**config.mk**
```make
export PLATFORM = sky130hd
export DESIGN_NAME = timer_bank_with_watchdog_core
export DESIGN_NICKNAME = d
export VERILOG_FILES = /design/src/sv/tbwd_pkg.sv /design/src/sv/tbwd_front.sv /design/src/sv/tbwd_queue.sv /design/src/sv/tbwd_back.sv /design/src/sv/timer_bank_with_watchdog_core.sv
export SDC_FILE = /design/constraint.sdc
export NUM_CORES = 1
export LEC_CHECK = 0
export ABC_AREA = 1
export BUFFER_PORTS_ARGS = -buffer_cell sky130_fd_sc_hd__buf_2
export CAP_MARGIN = 20
export CORE_MARGIN = 2
export CORE_UTILIZATION = 35
export CTS_CLUSTER_DIAMETER = 120
export DETAILED_ROUTE_END_ITERATION = 8
export PLACE_DENSITY_LB_ADDON = 0.12
export SKIP_LAST_GASP = 1
export SLEW_MARGIN = 5
export SYNTH_ARGS = -nofsm -noshare
export SYNTH_HDL_FRONTEND = slang
export SYNTH_SLANG_ARGS = --single-unit
```
**constraint.sdc**
```tcl
create_clock -name aclk -period 5.7 [get_ports aclk]
set_input_delay 1.425 -clock aclk [delete_from_list [all_inputs] [get_ports aclk]]
set_output_delay 1.425 -clock aclk [all_outputs]
set_load 0.1 [all_outputs]
```
**src/sv/tbwd_pkg.sv**
```systemverilog
// Shared types, codes and constants of the timer bank with watchdog.
// Used by the front decoder, the item queue, the back end and the top level.
// No dependencies.
package tbwd_pkg;

    // Register map geometry: room for four timers in fixed slots
    localparam int unsigned NUM_SLOTS   = 4;
    localparam int unsigned SLOT_IDX_W  = $clog2(NUM_SLOTS);
    localparam int unsigned SLOT_POS [NUM_SLOTS] = '{0, 1, 2, 5};
    localparam int unsigned WDOG_TIMER  = 3;

    localparam int unsigned DATA_W      = 32;
    localparam int unsigned ADDR_W      = 4;
    localparam int unsigned CMD_W       = 2;
    localparam int unsigned IRQ_STAT_POS = 16;
    localparam int unsigned WDOG_EN_POS  = 25;

    // Stream packing
    localparam int unsigned S_TDATA_W   = 40;  // address, write_data
    localparam int unsigned S_TUSER_W   = CMD_W;
    localparam int unsigned M_TDATA_W   = 40;  // read_data, timer_irq, wdog_reset

    // Defaults for top-level parameters
    localparam int unsigned DEF_NUM_TIMERS    = 4;
    localparam int unsigned DEF_COUNTER_WIDTH = 32;
    localparam int unsigned QUEUE_DEPTH       = 2;

    // Command codes on the input channel
    localparam logic [CMD_W-1:0] CMD_TICK  = 2'd0;
    localparam logic [CMD_W-1:0] CMD_READ  = 2'd1;
    localparam logic [CMD_W-1:0] CMD_WRITE = 2'd2;

    // Register word offsets
    localparam logic [ADDR_W-1:0] ADDR_CTRL   = 4'd0;
    localparam logic [ADDR_W-1:0] ADDR_THRESH = 4'd13;
    localparam logic [ADDR_W-1:0] ADDR_RELOAD = 4'd14;

    typedef enum logic [1:0] {
        OP_TICK,
        OP_READ,
        OP_WRITE,
        OP_NOP
    } op_t;

    typedef enum logic [2:0] {
        TGT_NONE,
        TGT_CTRL,
        TGT_THRESH,
        TGT_RELOAD,
        TGT_LOAD,
        TGT_CUR
    } tgt_t;

    // Classified request handed from the front to the back
    typedef struct packed {
        op_t                   op;
        tgt_t                  tgt;
        logic [SLOT_IDX_W-1:0] idx;
        logic [DATA_W-1:0]     data;
    } item_t;

    typedef struct packed {
        logic                 wdog_reset;
        logic [NUM_SLOTS-1:0] timer_irq;
        logic [DATA_W-1:0]    read_data;
    } result_t;

    // Bit i set when timer i is present
    function automatic logic [NUM_SLOTS-1:0] present_mask(input int unsigned n);
        logic [NUM_SLOTS-1:0] m;
        for (int i = 0; i < NUM_SLOTS; i++) begin
            m[i] = (i < n);
        end
        return m;
    endfunction

endpackage

```
**src/sv/tbwd_front.sv**
```systemverilog
// Front end: accepts requests from the input stream and classifies them.
// Depends on tbwd_pkg.
module tbwd_front
    import tbwd_pkg::*;
#(
    parameter int unsigned NUM_TIMERS = DEF_NUM_TIMERS
) (
    input  logic                 s_tvalid,
    output logic                 s_tready,
    input  logic [S_TDATA_W-1:0] s_tdata,
    input  logic [S_TUSER_W-1:0] s_tuser,
    input  logic                 q_full,
    output logic                 q_push,
    output item_t                q_item
);

    localparam logic [NUM_SLOTS-1:0] Present     = present_mask(NUM_TIMERS);
    localparam logic                 WdogPresent = Present[WDOG_TIMER];

    logic [ADDR_W-1:0] address;

    assign address  = s_tdata[ADDR_W-1:0];
    assign s_tready = !q_full;
    assign q_push   = s_tvalid && !q_full;

    always_comb begin
        q_item.data = s_tdata[ADDR_W +: DATA_W];
        q_item.idx  = '0;
        q_item.tgt  = TGT_NONE;

        unique case (s_tuser)
            CMD_TICK:  q_item.op = OP_TICK;
            CMD_READ:  q_item.op = OP_READ;
            CMD_WRITE: q_item.op = OP_WRITE;
            default:   q_item.op = OP_NOP;
        endcase

        // Map the word offset onto a register; absent timers map to nothing
        if (address == ADDR_CTRL) begin
            q_item.tgt = TGT_CTRL;
        end else if (address == ADDR_THRESH) begin
            q_item.tgt = TGT_THRESH;
        end else if (address == ADDR_RELOAD) begin
            q_item.tgt = WdogPresent ? TGT_RELOAD : TGT_NONE;
        end else begin
            for (int i = 0; i < NUM_SLOTS; i++) begin
                if (Present[i] && address == ADDR_W'(1 + 2 * SLOT_POS[i])) begin
                    q_item.tgt = TGT_LOAD;
                    q_item.idx = SLOT_IDX_W'(i);
                end
                if (Present[i] && address == ADDR_W'(2 + 2 * SLOT_POS[i])) begin
                    q_item.tgt = TGT_CUR;
                    q_item.idx = SLOT_IDX_W'(i);
                end
            end
        end
    end

endmodule

```
**src/sv/tbwd_queue.sv**
```systemverilog
// Short FIFO of classified requests between the front and the back end.
// Depends on tbwd_pkg.
module tbwd_queue
    import tbwd_pkg::*;
#(
    parameter int unsigned DEPTH = QUEUE_DEPTH
) (
    input  logic  aclk,
    input  logic  aresetn,
    input  logic  push,
    input  item_t push_item,
    output logic  full,
    output logic  pop_valid,
    output item_t pop_item,
    input  logic  pop
);

    localparam int unsigned PtrW = (DEPTH > 1) ? $clog2(DEPTH) : 1;
    localparam int unsigned CntW = $clog2(DEPTH + 1);

    item_t            entry_reg [DEPTH];
    logic [PtrW-1:0]  wr_ptr_reg, wr_ptr_next;
    logic [PtrW-1:0]  rd_ptr_reg, rd_ptr_next;
    logic [CntW-1:0]  count_reg, count_next;
    logic             do_pop;

    assign full      = (count_reg == CntW'(DEPTH));
    assign pop_valid = (count_reg != '0);
    assign pop_item  = entry_reg[rd_ptr_reg];
    assign do_pop    = pop && pop_valid;

    always_comb begin
        wr_ptr_next = wr_ptr_reg;
        rd_ptr_next = rd_ptr_reg;
        count_next  = count_reg;
        if (push) begin
            wr_ptr_next = (wr_ptr_reg == PtrW'(DEPTH - 1)) ? '0 : wr_ptr_reg + PtrW'(1);
        end
        if (do_pop) begin
            rd_ptr_next = (rd_ptr_reg == PtrW'(DEPTH - 1)) ? '0 : rd_ptr_reg + PtrW'(1);
        end
        if (push && !do_pop) begin
            count_next = count_reg + CntW'(1);
        end else if (!push && do_pop) begin
            count_next = count_reg - CntW'(1);
        end
    end

    always_ff @(posedge aclk) begin
        if (!aresetn) begin
            wr_ptr_reg <= '0;
            rd_ptr_reg <= '0;
            count_reg  <= '0;
        end else begin
            wr_ptr_reg <= wr_ptr_next;
            rd_ptr_reg <= rd_ptr_next;
            count_reg  <= count_next;
        end
    end

    always_ff @(posedge aclk) begin
        if (push) begin
            entry_reg[wr_ptr_reg] <= push_item;
        end
    end

endmodule

```
**src/sv/tbwd_back.sv**
```systemverilog
// Back end: holds the timer state, carries out ticks, reads and writes,
// and registers one result per request. Depends on tbwd_pkg.
module tbwd_back
    import tbwd_pkg::*;
#(
    parameter int unsigned NUM_TIMERS    = DEF_NUM_TIMERS,
    parameter int unsigned COUNTER_WIDTH = DEF_COUNTER_WIDTH
) (
    input  logic    aclk,
    input  logic    aresetn,
    input  logic    q_valid,
    input  item_t   q_item,
    output logic    q_pop,
    output logic    res_valid,
    output result_t res,
    input  logic    res_ready
);

    localparam logic [NUM_SLOTS-1:0] Present     = present_mask(NUM_TIMERS);
    localparam logic                 WdogPresent = Present[WDOG_TIMER];

    logic [NUM_SLOTS-1:0]     enable_reg, enable_next;
    logic                     wdog_en_reg, wdog_en_next;
    logic [NUM_SLOTS-1:0]     irq_reg, irq_next;
    logic [COUNTER_WIDTH-1:0] load_reg [NUM_SLOTS];
    logic [COUNTER_WIDTH-1:0] load_next [NUM_SLOTS];
    logic [COUNTER_WIDTH-1:0] cnt_reg [NUM_SLOTS];
    logic [COUNTER_WIDTH-1:0] cnt_next [NUM_SLOTS];
    logic [COUNTER_WIDTH-1:0] thresh_reg, thresh_next;
    logic [COUNTER_WIDTH-1:0] cnt_dec [NUM_SLOTS];
    logic [COUNTER_WIDTH-1:0] elapsed [NUM_SLOTS];
    logic [DATA_W-1:0]        ctrl_word;
    logic [DATA_W-1:0]        rd_data;
    logic                     rst_pulse;
    logic                     wd_mode;
    logic                     exec;
    logic                     res_valid_reg;
    result_t                  res_reg;

    // Take a new request whenever the result register is free or draining
    assign exec      = q_valid && (!res_valid_reg || res_ready);
    assign q_pop     = exec;
    assign res_valid = res_valid_reg;
    assign res       = res_reg;
    assign wd_mode   = WdogPresent && wdog_en_reg && enable_reg[WDOG_TIMER];

    always_comb begin
        for (int i = 0; i < NUM_SLOTS; i++) begin
            cnt_dec[i] = cnt_reg[i] - COUNTER_WIDTH'(1);
            elapsed[i] = load_reg[i] - cnt_dec[i];
        end
    end

    always_comb begin
        ctrl_word = '0;
        for (int i = 0; i < NUM_SLOTS; i++) begin
            ctrl_word[SLOT_POS[i]]                = enable_reg[i] && Present[i];
            ctrl_word[IRQ_STAT_POS + SLOT_POS[i]] = irq_reg[i] && Present[i];
        end
        ctrl_word[WDOG_EN_POS] = wdog_en_reg && WdogPresent;
    end

    always_comb begin
        enable_next  = enable_reg;
        wdog_en_next = wdog_en_reg;
        irq_next     = irq_reg;
        thresh_next  = thresh_reg;
        load_next    = load_reg;
        cnt_next     = cnt_reg;
        rd_data      = '0;
        rst_pulse    = 1'b0;

        unique case (q_item.op)
            OP_TICK: begin
                for (int i = 0; i < NUM_SLOTS; i++) begin
                    if (Present[i] && enable_reg[i]) begin
                        if (cnt_reg[i] == '0) begin
                            // reload; the watchdog fires reset instead of status
                            cnt_next[i] = load_reg[i];
                            if (wd_mode && i == WDOG_TIMER) begin
                                rst_pulse = 1'b1;
                            end else begin
                                irq_next[i] = 1'b1;
                            end
                        end else begin
                            cnt_next[i] = cnt_dec[i];
                            if (wd_mode && i == WDOG_TIMER && elapsed[i] == thresh_reg) begin
                                irq_next[i] = 1'b1;
                            end
                        end
                    end
                end
            end
            OP_READ: begin
                unique case (q_item.tgt)
                    TGT_CTRL:   rd_data = ctrl_word;
                    TGT_THRESH: rd_data = DATA_W'(thresh_reg);
                    TGT_LOAD:   rd_data = DATA_W'(load_reg[q_item.idx]);
                    TGT_CUR:    rd_data = DATA_W'(cnt_reg[q_item.idx]);
                    default:    rd_data = '0;
                endcase
            end
            OP_WRITE: begin
                unique case (q_item.tgt)
                    TGT_CTRL: begin
                        for (int i = 0; i < NUM_SLOTS; i++) begin
                            enable_next[i] = q_item.data[SLOT_POS[i]] && Present[i];
                            if (q_item.data[IRQ_STAT_POS + SLOT_POS[i]]) begin
                                irq_next[i] = 1'b0;
                            end
                        end
                        wdog_en_next = q_item.data[WDOG_EN_POS] && WdogPresent;
                    end
                    TGT_THRESH: thresh_next = q_item.data[COUNTER_WIDTH-1:0];
                    TGT_RELOAD: cnt_next[WDOG_TIMER] = load_reg[WDOG_TIMER];
                    TGT_LOAD:   load_next[q_item.idx] = q_item.data[COUNTER_WIDTH-1:0];
                    TGT_CUR:    cnt_next[q_item.idx] = q_item.data[COUNTER_WIDTH-1:0];
                    default: begin
                    end
                endcase
            end
            default: begin
            end
        endcase
    end

    always_ff @(posedge aclk) begin
        if (!aresetn) begin
            enable_reg  <= '0;
            wdog_en_reg <= 1'b0;
            irq_reg     <= '0;
            thresh_reg  <= '0;
            for (int i = 0; i < NUM_SLOTS; i++) begin
                load_reg[i] <= '0;
                cnt_reg[i]  <= '0;
            end
        end else if (exec) begin
            enable_reg  <= enable_next;
            wdog_en_reg <= wdog_en_next;
            irq_reg     <= irq_next;
            thresh_reg  <= thresh_next;
            load_reg    <= load_next;
            cnt_reg     <= cnt_next;
        end
    end

    always_ff @(posedge aclk) begin
        if (!aresetn) begin
            res_valid_reg <= 1'b0;
        end else if (exec) begin
            res_valid_reg <= 1'b1;
        end else if (res_ready) begin
            res_valid_reg <= 1'b0;
        end
    end

    always_ff @(posedge aclk) begin
        if (exec) begin
            res_reg.read_data  <= rd_data;
            res_reg.timer_irq  <= irq_next;
            res_reg.wdog_reset <= rst_pulse;
        end
    end

endmodule

```
**src/sv/timer_bank_with_watchdog_core.sv**
```systemverilog
// Top level of the timer bank with watchdog: four reloading down-counters,
// the fourth with a watchdog mode. Depends on tbwd_pkg, tbwd_front,
// tbwd_queue and tbwd_back.
//
//   Channel | Direction | Handshake           | Contents
//   --------+-----------+---------------------+---------------------------------------
//   s_      | in        | s_tvalid / s_tready | tuser: command; tdata: address, data
//   m_      | out       | m_tvalid / m_tready | tdata: read_data, timer_irq, wdog_reset
//
// Throughput is one request per cycle while the m_ side takes results; the back
// end executes every request against the register state.
// An accepted request is written into the request queue, then executed from the
// queue into the result register, which drives m_tvalid and m_tdata.
// Reset (aresetn low at a clock edge) clears all timer state to zero;
// no clearing pass follows, and the block takes requests on the next cycle.
// A stalled m_ side fills the result register, then the queue (two entries);
// s_tready drops only when the queue is full.
module timer_bank_with_watchdog_core
    import tbwd_pkg::*;
#(
    parameter int unsigned NUM_TIMERS    = DEF_NUM_TIMERS,     // 1..8, slots 0..3 used
    parameter int unsigned COUNTER_WIDTH = DEF_COUNTER_WIDTH   // 8..32
) (
    input  logic                 aclk,
    input  logic                 aresetn,
    // Request channel
    input  logic                 s_tvalid,
    output logic                 s_tready,
    input  logic [S_TDATA_W-1:0] s_tdata,   // [3:0] address, [35:4] write_data, [39:36] zero
    input  logic [S_TUSER_W-1:0] s_tuser,   // [1:0] command
    // Result channel
    output logic                 m_tvalid,
    input  logic                 m_tready,
    output logic [M_TDATA_W-1:0] m_tdata    // [31:0] read_data, [35:32] timer_irq,
                                            // [36] wdog_reset, [39:37] zero
);

    logic    q_push;
    logic    q_full;
    logic    q_valid;
    logic    q_pop;
    item_t   front_item;
    item_t   back_item;
    result_t res;

    // Classify each request as it arrives
    tbwd_front #(
        .NUM_TIMERS (NUM_TIMERS)
    ) u_front (
        .s_tvalid (s_tvalid),
        .s_tready (s_tready),
        .s_tdata  (s_tdata),
        .s_tuser  (s_tuser),
        .q_full   (q_full),
        .q_push   (q_push),
        .q_item   (front_item)
    );

    // Hold classified requests until the back end takes them
    tbwd_queue #(
        .DEPTH (QUEUE_DEPTH)
    ) u_queue (
        .aclk      (aclk),
        .aresetn   (aresetn),
        .push      (q_push),
        .push_item (front_item),
        .full      (q_full),
        .pop_valid (q_valid),
        .pop_item  (back_item),
        .pop       (q_pop)
    );

    // Execute against the timer state and register the result
    tbwd_back #(
        .NUM_TIMERS    (NUM_TIMERS),
        .COUNTER_WIDTH (COUNTER_WIDTH)
    ) u_back (
        .aclk      (aclk),
        .aresetn   (aresetn),
        .q_valid   (q_valid),
        .q_item    (back_item),
        .q_pop     (q_pop),
        .res_valid (m_tvalid),
        .res       (res),
        .res_ready (m_tready)
    );

    // Pack the result, pad to whole bytes
    assign m_tdata = M_TDATA_W'({res.wdog_reset, res.timer_irq, res.read_data});

endmodule

```
== After elaboration in Yosys (flattened, before gate mapping) ==
Memory sizes are Yosys's and may differ from the RTL's. A register that Yosys moved wholly into a read port is not among the register bits.
Index checks and enable logic that the tools add are counted.
Operators by class
  muxes and demuxes: 64
  bitwise logic cells: 1
  shift-type cells: 0
  $add $sub $neg: 9
  magnitude comparators: 2
  reductions and logical operators: 32
  equal/unequal tests: 27
  multiply operators: 0
  div/mod/pow operators: 0
Operators by type and width (number)
  2-to-1 mux 32 bit: 13
  bitwise mux 128 bit: 2
  case mux 128 bit (2 select lines): 1
  binary-select mux 32 bit (select 2 bit): 2
  zero test 32 bit: 4
  case mux 32 bit (4 select lines): 1
  subtractor 32 x 1 -> 32 bit, second input constant: 4
  2-to-1 mux 96 bit: 1
  demux 32 bit (select 2 bit): 1
  case mux 32 bit (2 select lines): 1
  2-to-1 mux 5 bit: 8
  equality test 32 bit: 1
  subtractor 32 bit: 1
  2-to-1 mux 1 bit: 23
  equality test 4 bit, second input constant: 4
  AND reduction 4 bit: 4
  equality test 4 x 3 -> 1 bit, second input constant: 3
  AND reduction 3 bit: 4
  2-to-1 mux 2 bit: 5
  != test 2 x 1 -> 1 bit, second input constant: 5
  2-to-1 mux 3 bit: 3
  equality test 4 x 2 -> 1 bit, second input constant: 2
  logical AND 1 bit: 8
  case mux 4 bit (2 select lines): 1
  other kinds (20): 33
Word-level totals
  bits in writable memories: 78
  bits in registers: 339
  bits of input ports: 46
  memories kept: 1
  logic and storage cells: 155
  memory bits (read-only): 0
  output and inout bits: 42
  bits in latches: 0
Memory list
  u_queue.entry_reg: depth 2, width 39, read ports 1, clocked after memory_dff 1, write ports 1, RTL line tbwd_queue.sv:21  | item_t entry_reg [DEPTH];

== Logic depth before layout (Yosys ltp) ==
  depth after elaboration: 12
  mapped depth: 32
  gate-level depth less buffers: 32

== Cells and area by module ==
A second synthesis with hierarchy kept.
Unflattened totals
  cells, all modules: 3363
  area, all modules: 25134.1 um2
Modules (own cells, without submodules)
  tbwd_back: instances 1, cells an instance 3141, area an instance 21649.5 um2, sequential area each 7076.8 um2
  tbwd_queue: instances 1, cells an instance 157, area an instance 3095.5 um2, sequential area each 2442.3 um2
  tbwd_front: instances 1, cells an instance 61, area an instance 362.8 um2, sequential area each 0.0 um2
  timer_bank_with_watchdog_core: instances 1, cells an instance 4, area an instance 26.3 um2, sequential area each 0.0 um2

== Worst setup path before layout ==
No wires, ideal clock.
  path type: input -> register
  start point: input port m_tready
  end point: register u_back.load_reg[33] (netlist name)
  slack: 1.581 ns
  arrival time: 3.986 ns
  stages on the path: 14
  buffers on the path: 3
  library setup time: 0.132 ns
  data required time: 5.568 ns
  cell sequence: nor2_1 -> a21oi_2 -> inv_2 -> nor2_4 -> nand2_1 -> inv_2 -> nand2_1 -> inv_2 -> buf_6 -> nand2_1 -> buf_4 -> buf_2 -> nand2_1 -> a21oi_1
On the way
  word-level cells in the longest chain between the ends: 3
RTL lines
  start, declared: RTL line timer_bank_with_watchdog_core.sv:33  | input logic m_tready,
  logical OR 1 bit: RTL line tbwd_back.sv:41  | assign exec = q_valid && (!res_valid_reg || res_ready);
  logical AND 1 bit: RTL line tbwd_back.sv:41
  via q_pop: RTL line timer_bank_with_watchdog_core.sv:41  | logic q_pop;
  AND reduction 3 bit (no source line)
  end signal, assigned: RTL line tbwd_back.sv:142  | load_reg <= load_next;
  end, declared: RTL line tbwd_back.sv:25  | logic [COUNTER_WIDTH-1:0] load_reg [NUM_SLOTS];
The timed path passes the listed nets, and every way through them passes these cells.
A chain may end at the register's enable or synchronous reset.

== Final worst setup path ==
  start point: register u_back.cnt_reg[0] (netlist name)
  end point: register u_back.irq_reg[3]
On the way
  word-level cells in the longest chain between the ends: 8
  elaborated cells between the ends (all ways): 9
  classes of those cells: 2 x add/sub; 1 x eq/ne; 4 x mux; 2 x reduce/logical
RTL lines
  start, declared: RTL line tbwd_back.sv:27  | logic [COUNTER_WIDTH-1:0] cnt_reg [NUM_SLOTS];
  start signal, assigned: RTL line tbwd_back.sv:143  | cnt_reg <= cnt_next;
  subtractor 32 x 1 -> 32 bit: RTL line tbwd_back.sv:49  | cnt_dec[i] = cnt_reg[i] - COUNTER_WIDTH'(1);
  subtractor 32 bit: RTL line tbwd_back.sv:50  | elapsed[i] = load_reg[i] - cnt_dec[i];
  equality test 32 bit: RTL line tbwd_back.sv:87  | if (wd_mode && i == WDOG_TIMER && elapsed[i] == thresh_reg) begin
  logical AND 1 bit: RTL line tbwd_back.sv:87
  2-to-1 mux 1 bit: RTL line tbwd_back.sv:87
  2-to-1 mux 1 bit *: RTL line tbwd_back.sv:77  | if (cnt_reg[i] == '0) begin
  2-to-1 mux 1 bit *: RTL line tbwd_back.sv:76  | if (Present[i] && enable_reg[i]) begin
  case mux 4 bit (2 select lines) *: RTL line tbwd_back.sv:73  | unique case (q_item.op)
  end signal, assigned: RTL line tbwd_back.sv:140  | irq_reg <= irq_next;
  end, declared: RTL line tbwd_back.sv:24  | logic [NUM_SLOTS-1:0] irq_reg, irq_next;
Mark *: on every way between the ends. The rest lies on a longest branch, timed or not.

==> impl_metrics.tcl <==
set metrics [dict create \
    ff2ff_path_depth 30 \
    finalClockSkew_ns 0.02437 \
    ys_warn_count 0 \
    crit_required_ns 6.25 \
    layout.nets 3554 \
    wirelength_um 98850 \
    grt_overflow 0 \
    drt_iter0_drc 2178 \
    route.vias.total 24190 \
    route.detailed.drc 0 \
    postSynthAreaPerCell_um2 7.150 \
    syn_to_final_growth_pct 11.95 \
    seq_area_frac_synth_pct 38.24 \
    slowest_delay_ns 0.39 \
    rsz0062_at_grt "false" \
    grt_antenna_before_repair 0 \
    whs_path_depth 1 \
    start_util_pct 35.42 \
    async_flop_share_pct 0 \
    timing.fmax_mhz 217.0 \
    synth_edf_count 115 \
    grt_max_degree 103 \
    critical_path_arrival_ns 5.16 \
    netlist_area_mm2 0.02489 \
    final_hold_viol_count 0 \
    core.rowCount 97 \
    core_mm2 0.07027 \
    grt_pass1_wl_um 145000 \
    die_h_um 270.7 \
    startpoint_type "flip-flop" \
    holdBufCountCts 0 \
    clock_sinks 418 \
    yosysUniqueCellTypes 59 \
    grtUsageTotal_pct 26.18 \
    synth_seq_cells 418 \
    via_per_inst 5.431 \
    first_pass_iters 5 \
    status "finished clean" \
    critical_path.most_common_cell "nand2_1" \
    port-buffer-count 80 \
    cts_buffers 50 \
    endpoint_kind "flip-flop" \
    fill_cells 7485 \
    cts.repair.resized 0 \
    h-tree-depth 2 \
    setup_viol 0 \
    hold_path_class "reg -> reg" \
    die_x_um 270.7 \
    ios 88 \
    wl_per_cell_um 22.19 \
    drv_cap 0 \
    ant_nets 0 \
    period_share_pct 80.86 \
    drive_gt1_share_pct 8.625 \
    slew_viol_final 0 \
    die-area_mm2 0.07327 \
    clk_pin_slew_worst_paths_ns 0.07 \
    min_period_ns 4.609 \
    cts_buffer_depth 3 \
    cts_tree "done" \
    gp_congestion 0.9441 \
    crit_fanout 6 \
    synth_ff_type "dfxtp_1" \
    grt_pass1_vias 22550 \
    slew_headroom_pct 16.18 \
    cpMaxStageDelayCell "ha_1" \
    worst_pin_slew_ns 1.249 \
    path_class "reg -> reg" \
    post_cts_buffers 0 \
    syn_inst 3481 \
    clk_latency_ns 0.61 \
    cts_root_buf "clkbuf_16" \
    tns_ns 0 \
    hpwl_um 72730 \
]
==> layer usage <==
metal / track usage [%] / part of all wire (%)
met5: 0 / 0
met1: 34.30 / 43
met2: 43.07 / 46
met4: 12.33 / 5.0
met3: 2.938 / 5.7
==> critical path, delay by kind of cell (launching register included) <==
kind	cells	cell delay (ns)
adder cells (fa/ha/maj)	2	0.60
buffers and inverters	4	0.37
flip-flops	1	0.33
XOR/XNOR	1	0.24
AND/OR/NAND/NOR	23	2.97
==> stage by stage <==
step	cell area (um^2)	std cells	setup WS [ns]	utilization (%)	hold slack, ns
finish	27860	4454	1.091	39.65	0.4527
global route	27860	4453	0.8132	39.65	0.4930
CTS	27770	4449	1.272	39.51	0.4542
detailed placement	26080	4355	1.283	37.11	0.4458
global placement	26070	4354	1.263	37.10	0.4392
floorplan	24900	3483	1.581	-	0.4257
==> cells by family after synthesis <==
kind of cell | synth area share, %
AO/OA/AOI/OAI | 24.97
XOR/XNOR | 3.785
adder cells (fa/ha/maj) | 1.890
buffers and inverters | 10.66
flip-flops | 38.24
other | 0.01507
AND/OR/NAND/NOR | 20.43
==> cells in the final DEF (no fill, tap or decap), types with 40 or more instances in the layout <==
cell type / instances
a221oi_1: 40
a31oi_1: 67
o22ai_1: 73
nand2_1: 625
o21ai_0: 308
dfxtp_1: 303
inv_1: 460
or2_2: 40
o21ai_1: 56
o211ai_1: 120
buf_4: 46
nor2_1: 300
a21oi_1: 270
clkbuf_16: 50
xor2_1: 84
nand3_1: 133
edfxtp_1: 115
buf_2: 79
==> layout make-up <==
cell class / instances / area [um^2] / share of cell area, %
antenna: 1 / 2.502 / 0.008981
clock buffer: 68 / 1389 / 4.984
clock inverter: 26 / 302.8 / 1.087
inverter: 479 / 1804 / 6.475
multi-input combinational: 2390 / 12780 / 45.88
sequential: 418 / 9519 / 34.16
tap: 940 / 1176 / 4.221
timing repair buffer: 132 / 887.1 / 3.184
==> cell usage after synthesis (18+ instances only) <==
| cell | number | area share (%) |
|---|---|---|
| o32ai_1 | 28 | 0.99 |
| a31oi_1 | 67 | 1.7 |
| xnor2_1 | 21 | 0.74 |
| o22ai_1 | 73 | 1.8 |
| clkbuf_1 | 140 | 2.1 |
| xor2_1 | 84 | 3.0 |
| edfxtp_1 | 115 | 14 |
| nor3_1 | 38 | 0.76 |
| nand3_1 | 133 | 2.7 |
| buf_2 | 36 | 0.72 |
| a221oi_1 | 40 | 1.4 |
| nand4_1 | 19 | 0.48 |
| ha_1 | 36 | 1.8 |
| o21ai_1 | 49 | 0.99 |
| inv_1 | 460 | 6.9 |
| o21ai_0 | 315 | 6.3 |
| nand2_1 | 628 | 9.5 |
| nor2_1 | 304 | 4.6 |
| o211ai_1 | 120 | 3.6 |
| a21oi_1 | 270 | 5.4 |
| dfxtp_1 | 303 | 24 |
| inv_2 | 18 | 0.27 |
| a22oi_1 | 26 | 0.78 |
| or2_2 | 40 | 1.0 |
==> path summary, 6_finish.rpt <==
check,startpoint,end,slack [ns]
min,u_queue.rd_ptr_reg,flip-flop,0.45
min reg2reg,u_queue.rd_ptr_reg,flip-flop,0.45
max reg2reg,u_back.cnt_reg[0],u_back.irq_reg[3],1.09
max,u_back.cnt_reg[0],u_back.irq_reg[3],1.09
Power is not shown: default switching activity piles up to over one toggle a cycle in this logic, so the estimate is an artifact.
